[config.mk]
export PLATFORM = sky130hd
export DESIGN_NAME = section_address_translator_core
export DESIGN_NICKNAME = d
export VERILOG_FILES = /design/src/hw/rtl/sat_pkg.sv /design/src/hw/rtl/sat_table.sv /design/src/hw/rtl/sat_ctrl.sv /design/src/hw/rtl/section_address_translator_core.sv
export SDC_FILE = /design/constraint.sdc
export NUM_CORES = 2
export LEC_CHECK = 0
export BUFFER_PORTS_ARGS = -buffer_cell sky130_fd_sc_hd__buf_2
export CAP_MARGIN = 25
export CELL_PAD_IN_SITES_DETAIL_PLACEMENT = 0
export CELL_PAD_IN_SITES_GLOBAL_PLACEMENT = 1
export CORE_MARGIN = 1.5
export CORE_UTILIZATION = 47
export CTS_CLUSTER_SIZE = 25
export DETAILED_ROUTE_END_ITERATION = 7
export PLACE_DENSITY_LB_ADDON = 0.1
export SETUP_SLACK_MARGIN = 0.5
export SYNTH_ARGS = -nofsm -noshare
export SYNTH_HDL_FRONTEND = slang
export SYNTH_SLANG_ARGS = --single-unit
[constraint.sdc]
create_clock -name clk -period 11.5 [get_ports clk]
set_clock_uncertainty 0.05 [all_clocks]
set_input_delay 2.3 -clock clk [delete_from_list [all_inputs] [get_ports clk]]
set_output_delay 2.3 -clock clk [all_outputs]
set_load 0.02 [all_outputs]
[src/hw/rtl/sat_pkg.sv]
`timescale 1ns / 1ps

package sat_pkg;

  // Default table depth
  localparam int MAX_SECTIONS_DEF = 16;

  // Operation codes of an input beat
  localparam logic [1:0] OP_WRITE = 2'd0;
  localparam logic [1:0] OP_V2F   = 2'd1;
  localparam logic [1:0] OP_F2V   = 2'd2;

  // Outcome codes of a result beat
  localparam logic [1:0] OUT_PASS  = 2'd0;
  localparam logic [1:0] OUT_HIT   = 2'd1;
  localparam logic [1:0] OUT_MISS  = 2'd2;
  localparam logic [1:0] OUT_WRITE = 2'd3;

  // Configuration register indexes
  localparam logic [1:0] REG_FILE_ALIGN    = 2'd0;
  localparam logic [1:0] REG_SECTION_ALIGN = 2'd1;
  localparam logic [1:0] REG_HEADER_SIZE   = 2'd2;
  localparam logic [1:0] REG_SECTION_COUNT = 2'd3;

  typedef struct packed {
    logic [1:0]  operation;
    logic [3:0]  entry_index;
    logic [31:0] virtual_start;
    logic [31:0] virtual_length;
    logic [31:0] raw_start;
    logic [31:0] raw_length;
    logic [31:0] address;
  } sat_in_t;

  typedef struct packed {
    logic [31:0] translated;
    logic [1:0]  outcome;
  } sat_out_t;

  // One section descriptor as stored in the table
  typedef struct packed {
    logic [31:0] virtual_start;
    logic [31:0] virtual_length;
    logic [31:0] raw_start;
    logic [31:0] raw_length;
  } sat_entry_t;

  // Translation settings seen by the controller
  typedef struct packed {
    logic [31:0] file_alignment;
    logic [31:0] section_alignment;
    logic [31:0] header_size;
  } sat_cfg_t;

endpackage

[src/hw/rtl/sat_table.sv]
`timescale 1ns / 1ps

module sat_table #(
  parameter int MAX_SECTIONS = sat_pkg::MAX_SECTIONS_DEF,
  localparam int IDX_W = (MAX_SECTIONS > 1) ? $clog2(MAX_SECTIONS) : 1
) (
  input  logic                clk,
  input  logic                wr_en,
  input  logic [IDX_W-1:0]    wr_addr,
  input  sat_pkg::sat_entry_t wr_entry,
  input  logic [IDX_W-1:0]    rd_addr,
  output sat_pkg::sat_entry_t rd_entry
);
  import sat_pkg::*;

  sat_entry_t mem [MAX_SECTIONS];

  // Write one descriptor
  always_ff @(posedge clk) begin
    if (wr_en) begin
      mem[wr_addr] <= wr_entry;
    end
  end

  // Registered read
  always_ff @(posedge clk) begin
    rd_entry <= mem[rd_addr];
  end

endmodule

[src/hw/rtl/sat_ctrl.sv]
`timescale 1ns / 1ps

module sat_ctrl #(
  parameter int MAX_SECTIONS = sat_pkg::MAX_SECTIONS_DEF,
  localparam int IDX_W = (MAX_SECTIONS > 1) ? $clog2(MAX_SECTIONS) : 1,
  localparam int CNT_W = $clog2(MAX_SECTIONS + 1)
) (
  input  logic                clk,
  input  logic                rst,
  input  sat_pkg::sat_cfg_t   cfg,
  input  logic [CNT_W-1:0]    limit,
  input  logic                item_valid,
  output logic                item_stall,
  input  sat_pkg::sat_in_t    item,
  output logic                result_valid,
  input  logic                result_stall,
  output sat_pkg::sat_out_t   result,
  output logic                tbl_wr_en,
  output logic [IDX_W-1:0]    tbl_wr_addr,
  output sat_pkg::sat_entry_t tbl_wr_entry,
  output logic [IDX_W-1:0]    tbl_rd_addr,
  input  sat_pkg::sat_entry_t tbl_rd_entry
);
  import sat_pkg::*;

  localparam logic [1:0] S_IDLE = 2'd0;
  localparam logic [1:0] S_SCAN = 2'd1;
  localparam logic [1:0] S_PUSH = 2'd2;

  logic [1:0]       state;
  logic [CNT_W-1:0] chk;
  logic [CNT_W-1:0] chk_inc;
  logic             is_f2v;
  logic [31:0]      addr;
  sat_out_t         pend;

  logic             accept;
  logic             pass;
  logic [31:0]      idx_ext;
  logic             idx_ok;
  logic [31:0]      from_start;
  logic [31:0]      from_len;
  logic [31:0]      to_start;
  logic [32:0]      diff;
  logic             hit;
  logic             out_free;

  assign item_stall = (state != S_IDLE);
  assign accept     = item_valid && !item_stall;
  assign out_free   = !result_valid || !result_stall;
  assign chk_inc    = chk + CNT_W'(1);

  // Decode write target and passthrough
  assign idx_ext = 32'(item.entry_index);
  assign idx_ok  = idx_ext < MAX_SECTIONS;
  assign pass    = (cfg.file_alignment == cfg.section_alignment) ||
                   (item.address < cfg.header_size);

  // Table write from an accepted write beat
  assign tbl_wr_en                   = accept && (item.operation == OP_WRITE) && idx_ok;
  assign tbl_wr_addr                 = idx_ext[IDX_W-1:0];
  assign tbl_wr_entry.virtual_start  = item.virtual_start;
  assign tbl_wr_entry.virtual_length = item.virtual_length;
  assign tbl_wr_entry.raw_start      = item.raw_start;
  assign tbl_wr_entry.raw_length     = item.raw_length;

  // Read the entry after the one under test; entry 0 on the accept cycle
  assign tbl_rd_addr = (state == S_SCAN) ? chk_inc[IDX_W-1:0] : '0;

  // Range test of the entry under test
  always_comb begin
    if (is_f2v) begin
      from_start = tbl_rd_entry.raw_start;
      from_len   = tbl_rd_entry.raw_length;
      to_start   = tbl_rd_entry.virtual_start;
    end else begin
      from_start = tbl_rd_entry.virtual_start;
      from_len   = tbl_rd_entry.virtual_length;
      to_start   = tbl_rd_entry.raw_start;
    end
    diff = {1'b0, addr} - {1'b0, from_start};
    hit  = !diff[32] && (diff[31:0] < from_len);
  end

  // Sequencer and result register
  always_ff @(posedge clk) begin
    if (rst) begin
      state        <= S_IDLE;
      result_valid <= 1'b0;
    end else begin
      // Load the pending result, or drop a result once it is taken
      if ((state == S_PUSH) && out_free) begin
        result       <= pend;
        result_valid <= 1'b1;
      end else if (result_valid && !result_stall) begin
        result_valid <= 1'b0;
      end
      unique case (state)
        S_IDLE: begin
          if (accept) begin
            is_f2v <= (item.operation == OP_F2V);
            addr   <= item.address;
            chk    <= '0;
            case (item.operation) inside
              OP_WRITE: begin
                pend  <= '{translated: 32'd0, outcome: OUT_WRITE};
                state <= S_PUSH;
              end
              OP_V2F, OP_F2V: begin
                if (pass) begin
                  pend  <= '{translated: item.address, outcome: OUT_PASS};
                  state <= S_PUSH;
                end else if (limit == '0) begin
                  pend  <= '{translated: 32'd0, outcome: OUT_MISS};
                  state <= S_PUSH;
                end else begin
                  state <= S_SCAN;
                end
              end
              default: begin
                pend  <= '{translated: 32'd0, outcome: OUT_MISS};
                state <= S_PUSH;
              end
            endcase
          end
        end
        S_SCAN: begin
          if (hit) begin
            pend  <= '{translated: diff[31:0] + to_start, outcome: OUT_HIT};
            state <= S_PUSH;
          end else if (chk_inc == limit) begin
            pend  <= '{translated: 32'd0, outcome: OUT_MISS};
            state <= S_PUSH;
          end else begin
            chk <= chk_inc;
          end
        end
        S_PUSH: begin
          if (out_free) begin
            state <= S_IDLE;
          end
        end
        default: begin
          state <= S_IDLE;
        end
      endcase
    end
  end

`ifndef SYNTH
  a_wr_only_idle: assert property (@(posedge clk) disable iff (rst)
    tbl_wr_en |-> (state == S_IDLE) && item_valid && (item.operation == OP_WRITE))
    else $error("table write outside an accepted write beat");

  a_write_zero: assert property (@(posedge clk) disable iff (rst)
    (state == S_PUSH) && (pend.outcome == OUT_WRITE) |-> (pend.translated == 32'd0))
    else $error("write result carries a nonzero address");

  a_load_from_push: assert property (@(posedge clk) disable iff (rst)
    $rose(result_valid) |-> ($past(state) == S_PUSH))
    else $error("result loaded outside the push step");

  a_scan_exit: assert property (@(posedge clk) disable iff (rst)
    (state == S_SCAN) |=> (state == S_SCAN) || (state == S_PUSH))
    else $error("scan left without a result");
`endif

endmodule

[src/hw/rtl/section_address_translator_core.sv]
`timescale 1ns / 1ps

// Section address translator: a table of up to MAX_SECTIONS section
// descriptors in a synchronous memory, loaded by write beats and searched
// by translate beats (virtual to file or file to virtual). One item is in
// work at a time. A write, a passthrough, an unused operation or a search
// with a section count of zero skips the scan. A search tests one table
// entry per cycle through the memory's single read port, at most
// min(section_count, MAX_SECTIONS) entries; the first hit ends it early.
// A new beat is taken once the previous result sits in the result
// register, even while that result is still stalled. The table is not
// cleared at reset; the user must see that entries are read only after
// they were written, and the block itself does not enforce this.
// Configuration writes are always ready and take effect at once.
module section_address_translator_core #(
  parameter int MAX_SECTIONS = sat_pkg::MAX_SECTIONS_DEF
) (
  input  logic              clk,
  input  logic              rst,
  input  logic              item_valid,
  output logic              item_stall,
  input  sat_pkg::sat_in_t  item,
  output logic              result_valid,
  input  logic              result_stall,
  output sat_pkg::sat_out_t result,
  input  logic              cfg_valid,
  output logic              cfg_ready,
  input  logic [1:0]        cfg_index,
  input  logic [31:0]       cfg_data
);
  import sat_pkg::*;

  localparam int IDX_W = (MAX_SECTIONS > 1) ? $clog2(MAX_SECTIONS) : 1;
  localparam int CNT_W = $clog2(MAX_SECTIONS + 1);

  sat_cfg_t         cfg;
  logic [4:0]       section_count;
  logic [31:0]      cnt_ext;
  logic [CNT_W-1:0] limit;

  logic             tbl_wr_en;
  logic [IDX_W-1:0] tbl_wr_addr;
  sat_entry_t       tbl_wr_entry;
  logic [IDX_W-1:0] tbl_rd_addr;
  sat_entry_t       tbl_rd_entry;

  assign cfg_ready = 1'b1;

  // Load configuration registers
  always_ff @(posedge clk) begin
    if (rst) begin
      cfg.file_alignment    <= 32'd512;
      cfg.section_alignment <= 32'd4096;
      cfg.header_size       <= 32'd1024;
      section_count         <= 5'd0;
    end else if (cfg_valid && cfg_ready) begin
      unique case (cfg_index)
        REG_FILE_ALIGN:    cfg.file_alignment    <= cfg_data;
        REG_SECTION_ALIGN: cfg.section_alignment <= cfg_data;
        REG_HEADER_SIZE:   cfg.header_size       <= cfg_data;
        REG_SECTION_COUNT: section_count         <= cfg_data[4:0];
      endcase
    end
  end

  // Clamp the search length to the table depth
  assign cnt_ext = 32'(section_count);
  assign limit   = (cnt_ext > MAX_SECTIONS) ? CNT_W'(MAX_SECTIONS) : CNT_W'(cnt_ext);

  sat_ctrl #(
    .MAX_SECTIONS (MAX_SECTIONS)
  ) u_ctrl (
    .clk          (clk),
    .rst          (rst),
    .cfg          (cfg),
    .limit        (limit),
    .item_valid   (item_valid),
    .item_stall   (item_stall),
    .item         (item),
    .result_valid (result_valid),
    .result_stall (result_stall),
    .result       (result),
    .tbl_wr_en    (tbl_wr_en),
    .tbl_wr_addr  (tbl_wr_addr),
    .tbl_wr_entry (tbl_wr_entry),
    .tbl_rd_addr  (tbl_rd_addr),
    .tbl_rd_entry (tbl_rd_entry)
  );

  sat_table #(
    .MAX_SECTIONS (MAX_SECTIONS)
  ) u_table (
    .clk      (clk),
    .wr_en    (tbl_wr_en),
    .wr_addr  (tbl_wr_addr),
    .wr_entry (tbl_wr_entry),
    .rd_addr  (tbl_rd_addr),
    .rd_entry (tbl_rd_entry)
  );

endmodule

==> metrics.md <==
| Metric | Value |
|---|---|
| Most common cell after layout, fill and taps aside | `edfxtp_1` |
| FF-to-FF End | `u_ctrl.pend[32]` |
| RSZ-0062 raised after global routing | `no` |
| EDFF count, synth | `around 2200` |
| Largest net degree at the start of global routing | `about 140` |
| Final #Nets | `roughly 7000` |
| Core ar. | `0.197 mm2` |
| Ports | `roughly 240` |
| Internal | `~14 mW` |
| Cell Area, Synth | `0.0930 mm2` |
| Number of port buffers | `240` |
| Die width | `roughly 450 um` |
| Combinational group share of total power | `roughly 5.6%` |
| Mapped Cells | `between 6000 and 7000` |
| Yosys cell types | `a little over 80` |
| Hold Crit Class | `flop to flop` |
| Avg WL per Cell | `between 20 and 30 um` |
| Post-cts sizing count | `0` |
| CTS hold repair buffers | `0` |
| Main synth FF type | `edfxtp_1` |
| Flops & latches, synth | `2386` |
| Relative slew margins | `between 20% and 30%` |
| Crit path to | `u_ctrl.pend[32]` |
| Placed Area | `about 0.097 mm2` |
| YS warnings | `0` |
| Startpoint types | `flop` |
| Setup Fix Bufs, Post-CTS | `0` |
| Final period util | `62.7%` |
| P&R area growth vs syn | `12.7%` |
| DP HPWL | `139000 um` |
| Post-synthesis sequential area ratio | `74.5%` |
| Syn nets | `a little under 7000` |
| Most frequent cells in the layout | `2154 x edfxtp_1, 1317 x nand2_1, 431 x o22ai_1` |
| Vias in the first global route | `54662` |
| Die H | `between 400 and 500 um` |
| Worst Reg-to-Reg Cells | `23` |
| Pre-antenna DRT Iters | `6` |
| Final setup margin | `approximately 4300 ps` |
| Vias | `approximately 57000` |
| H-tree level count | `4` |
| Slowest-stage cell, CP | `buf_4` |
| Syn Area/Cell | `14.2 um2` |
| TritonCTS clock tree | `yes` |
| Crit path DAT | `between 7000 and 8000 ps` |
| Crit path from | `u_ctrl.is_f2v` |
| CTS Buffer Depth | `3` |
| Data required time of the critical path | `about 12000 ps` |
| Critical path class | `flop to flop` |
| Sw Share | `~22%` |
| Fin. max-slew vios | `0` |
| Routed WL | `approximately 270000 um` |
| Endpoints failing setup | `0` |
| Part of the power in registers | `between 50% and 60%` |
| R2R Path Start | `u_ctrl.is_f2v` |
| Actual slew at the worst max-slew pin | `1140 ps` |
| First DRT Iteration DRCs | `approximately 5000` |
| F_max | `139 MHz` |
| Status | `completed` |
| First-pass GRT wire length | `roughly 380000 um` |
| Clk root buf | `clkbuf_16` |
| Gr usage total | `a little over a quarter` |
| PD cells | `173 mW/mm2` |
| Crit-path cells | `buf_4 -> buf_4 -> mux2i_1 -> ha_1 -> a21o_1 -> a21boi_1 -> o21bai_1 -> o2111ai_1 -> a21boi_1 -> nor2_1 -> o2111ai_1 -> a21oi_1 -> xnor2_1 -> ha_1 -> nand4_1 -> nor3_1 -> a31oi_1 -> o21ai_0 -> o31ai_1 -> o211ai_2 -> nor2_4 -> nor4b_1 -> a211o_1` |
| Via-to-Cell Ratio | `5.92` |
| Post-synth ARST share | `0%` |
| CP Max Fanout | `57` |
| Peak VDD IR | `0.000138 V` |
| GPL Wtd Cong | `0.867` |
| Fin crit period | `slightly above 7000 ps` |
| Clock transition at path regs | `60 ps` |
| Initial antenna violation count | `56` |
| CP peak stage delay | `about 730 ps` |
| Final setup TNS | `0 ps` |
| Initial core utilization | `between 40% and 50%` |
| Place WS | `roughly 4300 ps` |
| Worst R2R Setup Slack | `~4300 ps` |
| Layout cells sized above 1 | `between 10% and 20%` |
| Number of CTS-inserted buffers | `between 200 and 250` |
| Endpoint type of the worst setup path | `flop` |
| MaxCap Viol Count | `0` |
| Row count | `~160` |
| Antenna viol nets, final | `0` |
| Clk_lat worst skew | `slightly below 900 ps` |
| Gr ovfl total | `0` |
| Hold Fails Final Rpt | `0` |
| Leak Pwr | `between 30 and 40 nW` |
| Clock share of power | `41.8%` |
| Psw | `4.02 mW` |
| DIE AREA | `approximately 0.20 mm2` |
| Clk sinks | `approximately 2400` |
| Filler Cells Inserted | `between 15000 and 20000` |
| Design Power | `between 15 and 20 mW` |
| DRC | `0` |
| Final instance area | `0.105 mm2` |
[synthesized netlist by cell type, types with 39 or more instances]
| cell | count | share of area [%] |
|---|---|---|
| ha_1 | 128 | 1.7 |
| nor2b_1 | 39 | 0.26 |
| xnor2_1 | 71 | 0.67 |
| nor2_1 | 67 | 0.27 |
| a311oi_1 | 301 | 2.8 |
| a211oi_1 | 127 | 1.0 |
| dfxtp_1 | 232 | 5.0 |
| a21oi_1 | 403 | 2.2 |
| a21o_1 | 41 | 0.33 |
| o22ai_1 | 431 | 2.9 |
| buf_2 | 40 | 0.22 |
| a31oi_1 | 221 | 1.5 |
| mux2i_1 | 119 | 1.3 |
| nand2_1 | 1320 | 5.3 |
| edfxtp_1 | 2154 | 70 |
| nand3_1 | 77 | 0.41 |
| clkbuf_1 | 369 | 1.5 |
| inv_1 | 64 | 0.26 |
[layer usage]
metal  part of all wire, %  vias up  GRT usage, %
met5                 0.076        -             0
met4                   2.0       32          5.92
met3                   6.7      383          4.61
met2                    48     1851          42.9
met1                    43    28637          36.5
li1                      -    25634             -
[critical path: cells and delay by family (launching register included)]
kind / cells / cell delay, ps
compound gates: 12 / 2660
buf+inv: 2 / 1400
simple gates: 5 / 1330
fa+ha+maj: 2 / 710
xor+xnor: 1 / 370
flops: 1 / 320
mux: 1 / 170
[metrics by stage]
stage               std cells  hold WS, ps  util (%)
floorplan                6534          350         -
global placement         9075          355      49.2
detailed placement       9076          355      49.2
CTS                      9527          369      53.2
global route             9539          378      53.2
finish                   9546          371      53.2
[worst min-delay path by stage]
stage	slack, ps	cells past startpoint	endpoint	from
detailed placement	350	0	u_ctrl.result[0]	u_ctrl.pend[0]
finish	370	0	u_ctrl.result[0]	u_ctrl.pend[0]
floorplan	350	0	u_ctrl.result[0]	u_ctrl.pend[0]
global route	380	0	u_ctrl.result[12]	u_ctrl.pend[12]
global placement	360	0	u_ctrl.result[17]	u_ctrl.pend[17]
CTS	370	0	u_ctrl.result[0]	u_ctrl.pend[0]
[power groups by stage]
stage / combinational [mW] / clock (mW) / sequential, mW
6_report: 1.02 / 7.59 / 9.56
5_1_grt: 1.12 / 8.04 / 9.56
4_1_cts: 1.02 / 7.73 / 9.56
3_5_place_dp: 1.01 / 0 / 9.75
3_3_place_gp: 1.01 / 0 / 9.75
2_1_floorplan: 0.607 / 0 / 9.74
[sequential cells by signal (all words and copies together) (netlist names)]
signal	count
cfg	96
u_ctrl.chk	5
u_ctrl.result	34
u_table.mem	2048
u_ctrl.result_valid	1
u_ctrl.is_f2v	1
u_ctrl.addr	32
u_ctrl.state	2
section_count	5
u_table.rd_entry	128
u_ctrl.pend	34
[area by class of cell]
type                    count  area, um2  share of cell area [%]
flip-flops and latches   2386      69300                    66.1
multi-input cells        3652      21900                    20.9
clock buffers             316       6480                    6.18
well taps                2640       3300                    3.15
repair buffers            336       2250                    2.15
clock inverters           135       1240                    1.19
inverters                  66        263                   0.251
diodes                     15       37.5                  0.0358
[cell families (layout without fill, tap and decap cells)]
family | after synthesis | in the layout | share of synthesized area [%]
compound gates | 1669 | 1669 | 12.0
xor+xnor | 88 | 88 | 0.844
fa+ha+maj | 130 | 130 | 1.77
buf+inv | 496 | 853 | 2.11
flops | 2386 | 2386 | 74.5
mux | 153 | 153 | 1.69
other cells | 1 | 16 | 0.00403
simple gates | 1611 | 1611 | 7.04
No activity file was read; power rests on OpenSTA's default activity.
